--- config.mk ---
export PLATFORM = sky130hd
export DESIGN_NAME = greedy_word_wrap
export DESIGN_NICKNAME = d
export VERILOG_FILES = /design/src/rtl/gww_pkg.sv /design/src/rtl/gww_store.sv /design/src/rtl/gww_seq.sv /design/src/rtl/greedy_word_wrap.sv
export SDC_FILE = /design/constraint.sdc
export NUM_CORES = 1
export LEC_CHECK = 0
export ABC_AREA = 1
export BUFFER_PORTS_ARGS = -buffer_cell sky130_fd_sc_hd__buf_2
export CAP_MARGIN = 40
export CORE_MARGIN = 5
export CORE_UTILIZATION = 30
export CTS_CLUSTER_DIAMETER = 60
export DETAILED_ROUTE_END_ITERATION = 8
export HOLD_SLACK_MARGIN = 0.1
export SYNTH_ARGS = -nofsm -noshare
export SYNTH_HDL_FRONTEND = slang
export SYNTH_SLANG_ARGS = --single-unit
export TNS_END_PERCENT = 10
--- constraint.sdc ---
create_clock -name i_clk -period 7.5 [get_ports i_clk]
set_input_delay 1.5 -clock i_clk [delete_from_list [all_inputs] [get_ports i_clk]]
set_output_delay 1.5 -clock i_clk [all_outputs]
set_load 0.03 [all_outputs]
--- src/rtl/gww_pkg.sv ---
`timescale 1ns / 1ps
`default_nettype none
// ----------------------------------------------------------------------------
// gww_pkg
// shared types, constants and helpers of the greedy word wrap block
// ----------------------------------------------------------------------------
package gww_pkg;

    localparam int MAX_WIDTH   = 62;
    localparam int STORE_DEPTH = 64;
    localparam int ADDR_W      = $clog2(STORE_DEPTH);
    localparam int LEN_W       = ADDR_W + 1;
    localparam int WIDTH_W     = 6;

    localparam logic [7:0] CH_CR = 8'd13;
    localparam logic [7:0] CH_LF = 8'd10;
    localparam logic [7:0] CH_SP = 8'd32;

    localparam logic REG_LINE_WIDTH = 1'b0;

    typedef enum logic [3:0] {
        S_IDLE,
        S_TRIM_RD,
        S_TRIM_CHK,
        S_EMIT_RD,
        S_EMIT_PUT,
        S_LF,
        S_MOVE_RD,
        S_MOVE_WR,
        S_ERR
    } t_state;

    typedef struct packed {
        logic              we;
        logic [ADDR_W-1:0] waddr;
        logic [7:0]        wdata;
        logic [ADDR_W-1:0] raddr;
    } t_mem_req;

    function automatic logic is_ws(input logic [7:0] b);
        return (b == CH_SP) || ((b >= 8'd9) && (b <= 8'd13));
    endfunction

endpackage
`default_nettype wire

--- src/rtl/gww_store.sv ---
`timescale 1ns / 1ps
`default_nettype none
// ----------------------------------------------------------------------------
// gww_store
// line buffer, one write port and one registered read port
// ----------------------------------------------------------------------------
module gww_store (
    input  wire logic              i_clk,
    input  wire gww_pkg::t_mem_req i_req,
    output logic [7:0]             o_rd_data
);
    import gww_pkg::*;

    logic [7:0] r_mem [STORE_DEPTH];
    logic [7:0] r_rd_data;

    always_ff @(posedge i_clk) begin
        if (i_req.we) begin
            r_mem[i_req.waddr] <= i_req.wdata;
        end
        r_rd_data <= r_mem[i_req.raddr];
    end

    assign o_rd_data = r_rd_data;

endmodule
`default_nettype wire

--- src/rtl/gww_seq.sv ---
`timescale 1ns / 1ps
`default_nettype none
// ----------------------------------------------------------------------------
// gww_seq
// sequencer: stores bytes, trims, emits lines and shifts the held word
// ----------------------------------------------------------------------------
module gww_seq (
    input  wire logic                          i_clk,
    input  wire logic                          i_rst_n,
    input  wire logic [gww_pkg::WIDTH_W-1:0]   i_line_width,
    input  wire logic                          i_in_valid,
    output logic                               o_in_ready,
    input  wire logic [7:0]                    i_text_byte,
    input  wire logic                          i_end_of_input,
    output logic                               o_out_valid,
    input  wire logic                          i_out_ready,
    output logic [7:0]                         o_out_byte,
    output logic                               o_out_last,
    output logic                               o_out_err,
    output gww_pkg::t_mem_req                   o_mem_req,
    input  wire logic [7:0]                    i_rd_data
);
    import gww_pkg::*;

    t_state            r_state, n_state;
    logic [LEN_W-1:0]  r_len, n_len;
    logic [LEN_W-1:0]  r_word, n_word;
    logic [LEN_W-1:0]  r_keep, n_keep;
    logic [LEN_W-1:0]  r_src, n_src;
    logic [LEN_W-1:0]  r_idx, n_idx;
    logic [7:0]        r_prev, n_prev;
    logic              r_halted, n_halted;
    logic              r_flush, n_flush;

    logic              r_out_valid;
    logic [7:0]        r_out_byte;
    logic              r_out_last;
    logic              r_out_err;

    logic              out_free;
    logic              out_load;
    logic [7:0]        out_byte;
    logic              out_last;
    logic              out_err;

    logic [7:0]        v_char;
    logic              v_brk;
    logic [LEN_W-1:0]  v_len;
    logic [LEN_W-1:0]  v_word;
    logic [LEN_W-1:0]  v_width;
    logic [LEN_W-1:0]  v_idx_inc;
    logic [LEN_W-1:0]  v_src_addr;
    logic [LEN_W-1:0]  v_keep_dec;

    assign out_free   = !r_out_valid || i_out_ready;
    assign v_width    = LEN_W'(i_line_width);
    assign v_idx_inc  = r_idx + LEN_W'(1);
    assign v_src_addr = r_src + r_idx;
    assign v_keep_dec = r_keep - LEN_W'(1);
    assign v_brk      = (i_text_byte == CH_LF) && (r_prev == CH_LF);
    assign v_char     = ((i_text_byte == CH_LF) && !v_brk) ? CH_SP : i_text_byte;
    assign v_len      = r_len + LEN_W'(1);
    assign v_word     = is_ws(v_char) ? '0 : (r_word + LEN_W'(1));

    always_ff @(posedge i_clk) begin
        if (!i_rst_n) begin
            r_state  <= S_IDLE;
            r_len    <= '0;
            r_word   <= '0;
            r_prev   <= '0;
            r_halted <= 1'b0;
            r_flush  <= 1'b0;
            r_keep   <= '0;
            r_src    <= '0;
            r_idx    <= '0;
        end else begin
            r_state  <= n_state;
            r_len    <= n_len;
            r_word   <= n_word;
            r_prev   <= n_prev;
            r_halted <= n_halted;
            r_flush  <= n_flush;
            r_keep   <= n_keep;
            r_src    <= n_src;
            r_idx    <= n_idx;
        end
    end

    always_comb begin
        n_state   = r_state;
        n_len     = r_len;
        n_word    = r_word;
        n_prev    = r_prev;
        n_halted  = r_halted;
        n_flush   = r_flush;
        n_keep    = r_keep;
        n_src     = r_src;
        n_idx     = r_idx;
        out_load  = 1'b0;
        out_byte  = i_rd_data;
        out_last  = 1'b0;
        out_err   = 1'b0;
        o_in_ready = (r_state == S_IDLE);
        o_mem_req.we    = 1'b0;
        o_mem_req.waddr = r_len[ADDR_W-1:0];
        o_mem_req.wdata = v_char;
        o_mem_req.raddr = r_idx[ADDR_W-1:0];

        case (r_state)
            S_IDLE: begin
                if (i_in_valid && !r_halted) begin
                    if (i_end_of_input) begin
                        if (r_len != '0) begin
                            n_keep  = r_len;
                            n_idx   = '0;
                            n_flush = 1'b1;
                            n_state = S_EMIT_RD;
                        end
                        n_len  = '0;
                        n_word = '0;
                        n_prev = '0;
                    end else begin
                        n_prev = i_text_byte;
                        if (i_text_byte != CH_CR) begin
                            o_mem_req.we = 1'b1;
                            if (v_word > v_width) begin
                                n_halted = 1'b1;
                                n_len    = '0;
                                n_word   = '0;
                                n_state  = S_ERR;
                            end else if (v_brk || (v_len > v_width)) begin
                                n_keep  = v_len - v_word;
                                n_src   = v_len - v_word;
                                n_len   = v_word;
                                n_word  = v_word;
                                n_flush = 1'b0;
                                n_state = S_TRIM_RD;
                            end else begin
                                n_len  = v_len;
                                n_word = v_word;
                            end
                        end
                    end
                end
            end
            S_TRIM_RD: begin
                o_mem_req.raddr = v_keep_dec[ADDR_W-1:0];
                n_idx = '0;
                if (r_keep == '0) begin
                    n_state = S_LF;
                end else begin
                    n_state = S_TRIM_CHK;
                end
            end
            S_TRIM_CHK: begin
                o_mem_req.raddr = v_keep_dec[ADDR_W-1:0];
                if (is_ws(i_rd_data) && (i_rd_data != CH_LF)) begin
                    n_keep  = v_keep_dec;
                    n_state = S_TRIM_RD;
                end else begin
                    n_state = S_EMIT_RD;
                end
            end
            S_EMIT_RD: begin
                n_state = S_EMIT_PUT;
            end
            S_EMIT_PUT: begin
                if (out_free) begin
                    out_load = 1'b1;
                    n_idx    = v_idx_inc;
                    n_state  = (v_idx_inc == r_keep) ? S_LF : S_EMIT_RD;
                end
            end
            S_LF: begin
                out_byte = CH_LF;
                out_last = 1'b1;
                if (out_free) begin
                    out_load = 1'b1;
                    n_idx    = '0;
                    if (!r_flush && (r_word != '0)) begin
                        n_state = S_MOVE_RD;
                    end else begin
                        n_state = S_IDLE;
                    end
                end
            end
            S_MOVE_RD: begin
                o_mem_req.raddr = v_src_addr[ADDR_W-1:0];
                n_state = S_MOVE_WR;
            end
            S_MOVE_WR: begin
                o_mem_req.raddr = v_src_addr[ADDR_W-1:0];
                o_mem_req.we    = 1'b1;
                o_mem_req.waddr = r_idx[ADDR_W-1:0];
                o_mem_req.wdata = i_rd_data;
                n_idx   = v_idx_inc;
                n_state = (v_idx_inc == r_word) ? S_IDLE : S_MOVE_RD;
            end
            S_ERR: begin
                out_byte = '0;
                out_err  = 1'b1;
                if (out_free) begin
                    out_load = 1'b1;
                    n_state  = S_IDLE;
                end
            end
            default: begin
                n_state = S_IDLE;
            end
        endcase
    end

    // output register
    always_ff @(posedge i_clk) begin
        if (!i_rst_n) begin
            r_out_valid <= 1'b0;
        end else if (out_load) begin
            r_out_valid <= 1'b1;
        end else if (i_out_ready) begin
            r_out_valid <= 1'b0;
        end
    end

    always_ff @(posedge i_clk) begin
        if (out_load) begin
            r_out_byte <= out_byte;
            r_out_last <= out_last;
            r_out_err  <= out_err;
        end
    end

    assign o_out_valid = r_out_valid;
    assign o_out_byte  = r_out_byte;
    assign o_out_last  = r_out_last;
    assign o_out_err   = r_out_err;

endmodule
`default_nettype wire

--- src/rtl/greedy_word_wrap.sv ---
`timescale 1ns / 1ps
`default_nettype none
// ----------------------------------------------------------------------------
// greedy_word_wrap
// re-flows a byte stream into lines of at most line_width characters
// ----------------------------------------------------------------------------
// One text byte is taken per item on the slave side. An ordinary byte, a
// dropped carriage return or an item while halted is taken in the idle state
// and the block is ready again at once. When a line wraps or is flushed, the
// block stays busy: on a wrap it trims, reading back each trimmed blank and
// the byte that stops it (a read, then a check) down to the line start; it
// emits each kept byte (a line-buffer read, then the output register), then
// the closing line feed, and on a wrap copies the held word to the line start
// (a read, then a write per byte). A flush skips the trim and the copy. These
// steps come from the single read port of the 64-byte line buffer, whose read
// data is registered. An over-long word gives one item with tuser set and
// halts the block until reset. The output side has a register of its own, so
// results wait there without blocking idle items.
// ----------------------------------------------------------------------------
module greedy_word_wrap (
    input  wire logic        i_clk,
    input  wire logic        i_rst_n,
    input  wire logic        s_axis_tvalid,
    output logic             s_axis_tready,
    input  wire logic [7:0]  s_axis_tdata,   // [7:0] text_byte
    input  wire logic [0:0]  s_axis_tuser,   // [0] end_of_input
    output logic             m_axis_tvalid,
    input  wire logic        m_axis_tready,
    output logic [7:0]       m_axis_tdata,   // [7:0] out_byte
    output logic             m_axis_tlast,
    output logic [0:0]       m_axis_tuser,   // [0] word_too_long
    input  wire logic        psel,
    input  wire logic        penable,
    input  wire logic        pwrite,
    input  wire logic [2:0]  paddr,
    input  wire logic [31:0] pwdata,
    output logic [31:0]      prdata,
    output logic             pready
);
    import gww_pkg::*;

    logic [WIDTH_W-1:0] r_line_width;
    logic [WIDTH_W-1:0] n_line_width;
    logic [WIDTH_W-1:0] cfg_raw;
    logic               cfg_wr;
    t_mem_req           mem_req;
    logic [7:0]         rd_data;

    assign pready  = 1'b1;
    assign cfg_wr  = psel && penable && pwrite && pready && (paddr[2] == REG_LINE_WIDTH);
    assign cfg_raw = pwdata[WIDTH_W-1:0];

    always_comb begin
        if (cfg_raw == '0) begin
            n_line_width = WIDTH_W'(1);
        end else if (cfg_raw > WIDTH_W'(MAX_WIDTH)) begin
            n_line_width = WIDTH_W'(MAX_WIDTH);
        end else begin
            n_line_width = cfg_raw;
        end
    end

    always_ff @(posedge i_clk) begin
        if (!i_rst_n) begin
            r_line_width <= WIDTH_W'(MAX_WIDTH);
        end else if (cfg_wr) begin
            r_line_width <= n_line_width;
        end
    end

    assign prdata = (paddr[2] == REG_LINE_WIDTH) ? 32'(r_line_width) : '0;

    gww_seq u_seq (
        .i_clk          (i_clk),
        .i_rst_n        (i_rst_n),
        .i_line_width   (r_line_width),
        .i_in_valid     (s_axis_tvalid),
        .o_in_ready     (s_axis_tready),
        .i_text_byte    (s_axis_tdata),
        .i_end_of_input (s_axis_tuser[0]),
        .o_out_valid    (m_axis_tvalid),
        .i_out_ready    (m_axis_tready),
        .o_out_byte     (m_axis_tdata),
        .o_out_last     (m_axis_tlast),
        .o_out_err      (m_axis_tuser[0]),
        .o_mem_req      (mem_req),
        .i_rd_data      (rd_data)
    );

    gww_store u_store (
        .i_clk     (i_clk),
        .i_req     (mem_req),
        .o_rd_data (rd_data)
    );

    // a line end is always a line feed
    a_last_is_lf: assert property (@(posedge i_clk) disable iff (!i_rst_n)
        m_axis_tvalid && m_axis_tlast |-> (m_axis_tdata == CH_LF))
        else $error("line end item is not a line feed");

    // the error item is never a line end
    a_err_not_last: assert property (@(posedge i_clk) disable iff (!i_rst_n)
        m_axis_tvalid && m_axis_tuser[0] |-> !m_axis_tlast)
        else $error("error item marked as line end");

    // nothing follows the error item
    a_err_final: assert property (@(posedge i_clk) disable iff (!i_rst_n)
        m_axis_tvalid && m_axis_tready && m_axis_tuser[0] |=> !m_axis_tvalid)
        else $error("item emitted after word too long");

endmodule
`default_nettype wire

==> metrics.txt, run 1 <==
Mapped Area=26300 um2; outcome=finished, final reports clean; Hold Crit Class=register to register; H-tree Lvls=2; Non-Filler Instances=3543; clock sink count=585; Yosys Warn Count=0; Total Routing Usage GR=12.9%; Setup Skew=0.0242 ns; Slew Limit Fails=0; critical path peak fanout=165; Setup CP Type=register to register; met3 Track Usage GR=1.65%; GR peak layer=met2; Clock transition at path regs=0.06 ns; post-synthesis sequential area ratio=64.5%; number of synthesized flops with an enable pin=522; Pwr per Cell Area=297 nW/um2; Layout area overhead=12.0%; drt total wl=62700 um; Longest Clk Path Bufs=3; chip width=306 um; die area=93500 um2; nets@finish=2418; Detail Route Antenna Nets=0; largest net degree at the start of global routing=179; hold_ws=0.463 ns; WL/cell=17.7 um; first-pass GRT wire length=96400 um; core outline area=86900 um2; final hold violation count=0; TNS Setup=0 ns; peak supply drop=0.173 mV; Root Buffer=clkbuf_16; Max Cap Viol=0; met1 usage=17.9%; minimum clock period=4.41 ns; synth unique cells=55; Final Power=8740 uW; TritonCTS clock tree=built; ys flop type=edfxtp_1; share of cells above drive strength 1=9.46%; final worst path period share=58.8%; Placed Cells=3431; Worst setup EP type=register; Pre-antenna DRT Iters=5; Setup violations, final=0; Arrival @ worst endpoint=4.91 ns; #FFs+latches synth=585; grt total ovfl=0; initial antenna violation count=1; starting density of the core=30.2%; final RePlAce weighted congestion=0.835; I/O Buffers=40; Critical Path RT=8.00 ns; Via Count=17300; Syn Inst Count=2335; Worst Max-Slew Pin Slew=0.972 ns; post-cts resize count=0; die span in y=306 um; number of global-route vias before repair=16500; Peak Freq=0.227 GHz; # rows=108; max_slew headroom=35.2%; RSZ-0062 raised after global routing=false; synthesized area per cell=11.2 um2; via/cell ratio=4.88; global-route track usage on met2=21.2%; Setup Buffers After CTS=0; DP HPWL=37500 um; DRC violations left=0; ys async rst share=0%; initial DRC count=1538; clk_lat worst skew=0.63 ns; diodes inserted=0; P_leak=0.00978 uW; IO Count=96; CP startpoint kind=register; CTS buffer count=60; Post-CTS Hold Fix Bufs=0
[stage by stage]
stage	worst slack (ns)	utilization (%)	cell area (um2)
3_5_place_dp	3.01	31.6	27500
6_report	3.09	33.8	29400
5_1_grt	2.84	33.8	29400
3_3_place_gp	3.01	31.5	27400
2_1_floorplan	2.99	-	26400
4_1_cts	3.15	33.8	29400
[cells by family (layout without fill, tap and decap cells)]
family,Yosys count,in the layout,synth area share (%)
adder cells (fa/ha/maj),29,29,1.44
other,2,27,0.0286
flip-flops,585,585,64.5
AO/OA/AOI/OAI,585,585,13.8
buffers and inverters,332,360,5.96
XOR/XNOR,26,26,0.867
AND/OR/NAND/NOR,776,776,13.4
[layout by cell type, fill, tap and decap left out, types with 27 or more instances in the layout]
cell / n
dfxtp_1: 63
edfxtp_1: 522
conb_1: 27
nor2_1: 288
nand3_1: 100
o21ai_1: 74
ha_1: 27
o21ai_0: 142
a21oi_1: 88
nand2_1: 221
or2_0: 81
buf_2: 40
inv_1: 165
o211ai_1: 236
clkbuf_16: 60
[state kept, by name (all words and copies together), names as in the netlist]
signal and cells:
u_seq.r_keep 7, r_line_width 6, u_seq.r_flush 1, u_seq.r_src 6
u_seq.o_out_byte 8, u_seq.r_idx 7, u_store.o_rd_data 8, u_seq.o_out_valid 1
u_seq.o_out_last 1, u_seq.r_halted 1, u_seq.r_word 7, u_seq.r_len 7
u_seq.o_out_err 1, u_seq.r_prev 8, u_seq.r_state 4, u_store.r_mem 512
[area by class of cell]
cell class | instances | area (um2)
fill | 8594 | 57500
timing repair buffer | 68 | 463
clock inverter | 34 | 322
clock buffer | 78 | 1580
multi-input combinational | 1443 | 7970
sequential | 585 | 16900
tap | 1155 | 1450
inverter | 180 | 686
[where the power goes]
part           switching (uW)  internal (uW)
logic                    1560            638
registers                40.7           3620
clock network            1250           1630
[synthesized netlist by cell type (3+ instances only)]
cell type	number	area (um2)
xor2_1	20	175
a31oi_1	4	25.0
a21oi_1	88	440
nor2_4	5	56.3
or2_2	21	131
edfxtp_1	522	15700
o211ai_1	236	1770
inv_2	12	45.0
nor2_1	289	1080
o22ai_1	11	68.8
o21ai_0	149	746
or2_1	5	31.3
buf_4	42	315
nor2_2	8	50.1
ha_1	27	338
xnor2_1	6	52.6
inv_1	165	619
buf_2	56	280
buf_6	11	124
nand2_2	6	37.5
clkbuf_1	39	146
or2_0	81	507
nand3_1	100	500
dfxtp_1	63	1260
o21ai_1	75	375
nor3_1	16	80.1
o2111ai_1	8	70.1
nand2_1	221	830
nand4_1	11	68.8
a22oi_1	3	22.5
[path summary, 6_finish.rpt]
path                        start                    to  slack [ns]  depth (start not counted)
setup / recovery   u_seq.r_idx[0]  u_store.o_rd_data[2]        3.09                         13
hold reg to reg   u_seq.r_prev[1]       u_seq.r_prev[1]        0.46                          2
setup reg to reg   u_seq.r_idx[0]  u_store.o_rd_data[2]        3.09                         13
hold / removal    u_seq.r_prev[1]       u_seq.r_prev[1]        0.46                          2
[critical path: stages, from the launching register on]
cell,delay [ns]
dfxtp_1,0.65
ha_1,0.28
fa_1,0.44
o2bb2ai_2,0.16
nor2_4,0.10
buf_12,0.50
inv_2,0.54
buf_4,0.47
o21ai_0,0.15
o211ai_1,0.10
o211ai_1,0.15
nand3_1,0.25
nand3_1,0.15
nand2_1,0.09
[metal layers]
metal / routed length (um) / part of all wire (%) / vias to the layer above
met2: 29000 / 46 / 516
met4: 2000 / 3.2 / 0
met5: 0 / 0 / -
met3: 3460 / 5.5 / 127
met1: 28200 / 45 / 8321
li1: - / - / 8322
(Power assumes the default switching activity.)
==> run 2: changes to the inputs <==
clock period = 4.5 ns   (was 7.5 ns; I/O delays follow)
==> run 2 against run 1 <==
Effect of this change:
- cell count up 1.1%
- register-to-register slack got worse by 2.3 ns
- clock power increased by 76%
- sequential power grew 67%
- wire length rose by 2.5%
- count of clock-buffer cells in the layout down 2
- critical path depth fell by 3
- critical path type unchanged
- critical endpoint is now u_store.r_mem[59][4]
- largest cell class unchanged
- largest power group unchanged
==> metrics.txt, run 2 (synthesis results as in run 1) <==
CP startpoint=u_seq.r_state[2] (was u_seq.r_idx[0]); chip width=306 um (unchanged); initial antenna violation count=2 (was 1); DP HPWL=40200 um (was 37500 um); outcome=finished, final reports clean (unchanged); Hold Crit Class=register to register (unchanged); Post-CTS Hold Fix Bufs=0 (unchanged); die span in y=306 um (unchanged); DP Area=27900 um2 (was 27500 um2); Via Count=17500 (was 17300); TNS Setup=0 ns (unchanged); Fillers=8587 (was 8594); TritonCTS clock tree=built (unchanged); # rows=108 (unchanged); WL/cell=17.9 um (was 17.7 um); I/O Buffers=40 (unchanged); most common cell after layout, fill and taps aside=edfxtp_1 (unchanged); Clock transition at path regs=0.06 ns (about the same); Longest Clk Path Bufs=3 (unchanged); Worst Max-Slew Pin Slew=0.921 ns (was 0.972 ns); critical path depth in cells=10 (was 13); DRC violations left=0 (unchanged); post-cts resize count=0 (unchanged); clock sink count=585 (unchanged); P_leak=0.0100 uW (was 0.00978 uW); final hold violation count=0 (unchanged); critical path peak fanout=27 (was 165); starting density of the core=30.2% (unchanged); register-to-register setup slack=0.74 ns (was 3.09 ns); peak supply drop=0.346 mV (was 0.173 mV); Final Power=14900 uW (was 8740 uW); CP Buf/Inv Count=4 (was 3); die area=93500 um2 (unchanged); H-tree Lvls=2 (unchanged); Critical Path RT=4.73 ns (was 8.00 ns); multi-input combinational cell area=7970 um2 (unchanged); dpl ws=0.590 ns (was 3.01 ns); CP startpoint kind=register (unchanged); via/cell ratio=4.87 (was 4.88); final worst path period share=83.4% (was 58.8%); IO Count=96 (unchanged); Detail Route Antenna Nets=0 (unchanged); Total Routing Usage GR=13.2% (was 12.9%); largest net degree at the start of global routing=165 (was 179); worst r2r dst=u_store.r_mem[59][4] (was u_store.o_rd_data[2]); worst path cell trace=inv_2, nor2_2, inv_2, nor2_1, inv_2, o21ai_0, inv_1, nor2_1, nand3_1, nor2_1 (was ha_1, fa_1, o2bb2ai_2, nor2_4, buf_12, inv_2, buf_4, o21ai_0, o211ai_1, o211ai_1, nand3_1, nand3_1, nand2_1); CP max-delay cell=nor2_1 (was dfxtp_1); Layout area overhead=13.9% (was 12.0%); FF/Latch Area=16900 um2 (unchanged); max FFs per register=512 (unchanged); most frequent cells in the layout=edfxtp_1, nor2_1, o211ai_1 (unchanged); CTS buffer count=61 (was 60); core outline area=86900 um2 (unchanged); Setup violations, final=0 (unchanged); Design Area, Final=29900 um2 (was 29400 um2); initial DRC count=1646 (was 1538); hold_ws=0.459 ns (was 0.463 ns); Setup CP Type=register to register (unchanged); Worst path top cell family by delay=simple AND/OR/NAND/NOR gates (was buffers and inverters); Pwr per Cell Area=499 nW/um2 (was 297 nW/um2); Slew Limit Fails=0 (unchanged); Worst setup EP type=register (unchanged); Max Cap Viol=0 (unchanged); max_slew headroom=38.5% (was 35.2%); grt total ovfl=0 (unchanged); number of global-route vias before repair=16300 (was 16500); drt total wl=64200 um (was 62700 um); origin of the critical flop-to-flop path=u_seq.r_state[2] (was u_seq.r_idx[0]); first-pass GRT wire length=97800 um (was 96400 um); minimum clock period=3.76 ns (was 4.41 ns); nets@finish=2457 (was 2418); Worst setup endpoint=u_store.r_mem[59][4] (was u_store.o_rd_data[2]); Arrival @ worst endpoint=3.99 ns (was 4.91 ns); Pre-antenna DRT Iters=6 (was 5); Biggest register=u_store.r_mem (unchanged); Final WS setup=0.745 ns (was 3.09 ns); Setup Skew=0.0527 ns (was 0.0242 ns); RSZ-0062 raised after global routing=false (unchanged); Hold Startpoint=u_seq.r_halted (was u_seq.r_prev[1]); diodes inserted=0 (unchanged); Setup Buffers After CTS=0 (unchanged); Peak Freq=0.266 GHz (was 0.227 GHz); hold depth=2 (unchanged); share of cells above drive strength 1=11.1% (was 9.46%); clk_lat worst skew=0.64 ns (was 0.63 ns); final RePlAce weighted congestion=0.844 (was 0.835); CP max stage delay=0.73 ns (was 0.65 ns); Worst R2R Path Depth=10 (was 13); Root Buffer=clkbuf_16 (unchanged)
[run 2: cell count changes in the layout (fill, tap and decap cells not counted), moves of 2 or more]
cell and delta:
clkinv_4 -4, buf_4 +33, buf_12 +5, buf_16 +2, clkbuf_1 -4, clkinvlp_4 +6
bufinv_16 +3
[run 2: worst reg2reg max path, cell delays in order, from the launching register on]
cell and delay, ns:
dfxtp_1 0.37, inv_2 0.07, nor2_2 0.13, inv_2 0.09, nor2_1 0.26, inv_2 0.34, o21ai_0 0.64, inv_1 0.18
nor2_1 0.16, nand3_1 0.37, nor2_1 0.74
[run 2: report_power, final]
part | internal [uW] | switching, uW
Clock | 2940 | 2130
Combinational | 1110 | 2630
Sequential | 6030 | 67.6
[run 2: how the worst min path moves through the flow]
stage | endpoint
final | u_seq.r_halted
after global routing | r_line_width[5]
after CTS | r_line_width[5]
after detailed placement | u_seq.r_halted
after global placement | u_seq.r_halted
after floorplan | u_seq.r_halted
[run 2: final cells by class]
| class | count | area share [%] |
|---|---|---|
| multi-input cells | 1443 | 26.6 |
| flip-flops and latches | 585 | 56.6 |
| repair buffers | 106 | 2.81 |
| clock buffers | 76 | 5.36 |
| well taps | 1155 | 4.83 |
| clock inverters | 38 | 1.41 |
| inverters | 180 | 2.30 |
[run 2: per-layer routing]
layer | GRT usage [%] | vias up | share of wire, %
met5 | 0 | - | 0
met4 | 4.04 | 0 | 2.9
met3 | 2.36 | 103 | 6.7
met2 | 21.4 | 538 | 47
met1 | 18.1 | 8398 | 44
li1 | - | 8413 | -
[run 2: stage by stage]
step           utilization, %  instances
2_1_floorplan               -       2360
3_3_place_gp             31.9       3462
3_5_place_dp             32.1       3469
4_1_cts                  34.4       3583
5_1_grt                  34.4       3583
6_report                 34.4       3583
==> run 3: changes to the inputs <==
clock period = 3.4 ns   (was 4.5 ns; I/O delays follow)
==> run 3 against run 2 <==
Effect of this change:
- first-iteration DRC count shrank 14%
- total power grew 37%
- maximum frequency grew 20%
- critical path depth grew 3
- combinational power grew 42%
- largest cell class unchanged
- largest power group unchanged
==> metrics.txt, run 3 (synthesis results as in run 1) <==
I/O Buffers=40 (unchanged); initial antenna violation count=0 (was 2); most frequent cells in the layout=edfxtp_1, nor2_1, o211ai_1 (unchanged); clk_lat worst skew=0.67 ns (was 0.64 ns); minimum clock period=3.13 ns (was 3.76 ns); peak supply drop=0.481 mV (was 0.346 mV); grt total ovfl=0 (unchanged); nets@finish=2553 (was 2457); Clock transition at path regs=0.06 ns (about the same); CP startpoint kind=register (unchanged); first-pass GRT wire length=100000 um (was 97800 um); final RePlAce weighted congestion=0.846 (was 0.844); post-cts resize count=0 (unchanged); Pwr per Cell Area=663 nW/um2 (was 499 nW/um2); share of cells above drive strength 1=15.0% (was 11.1%); number of global-route vias before repair=16800 (was 16300); Final WS setup=0.275 ns (was 0.745 ns); Layout area overhead=17.6% (was 13.9%); outcome=finished, final reports clean (unchanged); RSZ-0062 raised after global routing=true (was false); Hold Crit Class=input port to register (was register to register); chip width=306 um (unchanged); Via Count=17600 (was 17500); clock sink count=585 (unchanged); drt total wl=64900 um (was 64200 um); TNS Setup=0 ns (unchanged); Setup violations, final=0 (unchanged); final worst path period share=91.9% (was 83.4%); Worst setup EP type=register (unchanged); Slew Limit Fails=0 (unchanged); Total Routing Usage GR=13.5% (was 13.2%); WL/cell=17.7 um (was 17.9 um); Arrival @ worst endpoint=3.50 ns (was 3.99 ns); hold_ws=0.301 ns (was 0.459 ns); Design Area, Final=30900 um2 (was 29900 um2); CTS buffer count=61 (unchanged); dpl ws=-0.166 ns (was 0.590 ns); Core Util, Final=35.6% (was 34.4%); DRC violations left=0 (unchanged); Critical Path RT=3.77 ns (was 4.73 ns); Worst Max-Slew Pin Slew=0.902 ns (was 0.921 ns); via/cell ratio=4.79 (was 4.87); Peak Freq=0.320 GHz (was 0.266 GHz); starting density of the core=30.2% (unchanged); max_slew headroom=39.6% (was 38.5%); Biggest register=u_store.r_mem (unchanged); Max Cap Viol=0 (unchanged); final hold violation count=0 (unchanged); Pre-antenna DRT Iters=7 (was 6); largest net degree at the start of global routing=109 (was 165); Setup Buffers After CTS=0 (unchanged); die area=93500 um2 (unchanged); H-tree Lvls=2 (unchanged); TritonCTS clock tree=built (unchanged); initial DRC count=1420 (was 1646); critical path peak fanout=12 (was 27); core outline area=86900 um2 (unchanged); max FFs per register=512 (unchanged); die span in y=306 um (unchanged); Post-CTS Hold Fix Bufs=0 (unchanged); DP HPWL=41300 um (was 40200 um); Detail Route Antenna Nets=0 (unchanged); diodes inserted=0 (unchanged); Longest Clk Path Bufs=3 (unchanged); IO Count=96 (unchanged); most common cell after layout, fill and taps aside=edfxtp_1 (unchanged); Root Buffer=clkbuf_16 (unchanged); P_leak=0.0106 uW (was 0.0100 uW); Setup Skew=0.0565 ns (was 0.0527 ns); # rows=108 (unchanged); DP Area=28700 um2 (was 27900 um2); Setup CP Type=register to register (unchanged)
## run 3: cell types whose count changed in the layout (fill, tap and decap cells not counted), moves of 2 or more
cell / change
buf_4: +86
clkbuf_1: -4
clkinv_1: -8
inv_6: +3
buf_12: +14
nor2_1: -2
buf_16: -3
bufinv_16: +5
clkinv_2: -2
nor2_2: +2
## run 3: cell type report
cell class	instances	area (um2)
Clock buffer	71	1570
Timing Repair Buffer	202	1680
Sequential cell	585	16900
Clock inverter	39	592
Tap cell	1155	1450
Multi-Input combinational cell	1443	7980
Inverter	180	686
Fill cell	8454	56000
## run 3: metal layers
layer	global-route usage, %	vias to the layer above	wire (um)
met5	0	-	0
met4	4.55	0	1990
met3	1.93	110	3630
met2	21.7	465	30000
met1	18.9	8409	29300
li1	-	8603	-
## run 3: final timing paths
path / slack, ns / endpoint / from / depth (start not counted)
min: 0.30 / r_line_width[5] / pwdata[5] / 3
max: 0.27 / u_store.r_mem[40][1] / u_seq.r_state[2] / 13
max reg2reg: 0.27 / u_store.r_mem[40][1] / u_seq.r_state[2] / 13
min reg2reg: 0.46 / u_seq.r_halted / u_seq.r_halted / 2
## run 3: power by group
part           switching, uW  total, uW  internal, uW  leakage [uW]
registers               85.0       8070          7990       0.00520
clock network           2860       7120          4260       0.00104
logic                   3590       5300          1710       0.00441
## run 3: worst max-delay path: stages (launching register included)
cell and delay [ns]:
dfxtp_1 0.33, inv_2 0.09, nand2_2 0.11, nor2_2 0.30, inv_2 0.12, nor2_1 0.20
inv_1 0.11, nor3_1 0.24, inv_1 0.18, nand2_1 0.38, nand3_1 0.14, buf_4 0.23
nor2_1 0.22, buf_4 0.22
## run 3: metrics by stage
stage / total power (uW) / cells
after detailed placement: 13500 / 3565
after global routing: 21500 / 3675
after CTS: 20600 / 3675
final: 20500 / 3675
after floorplan: 11700 / 2360
after global placement: 13500 / 3563
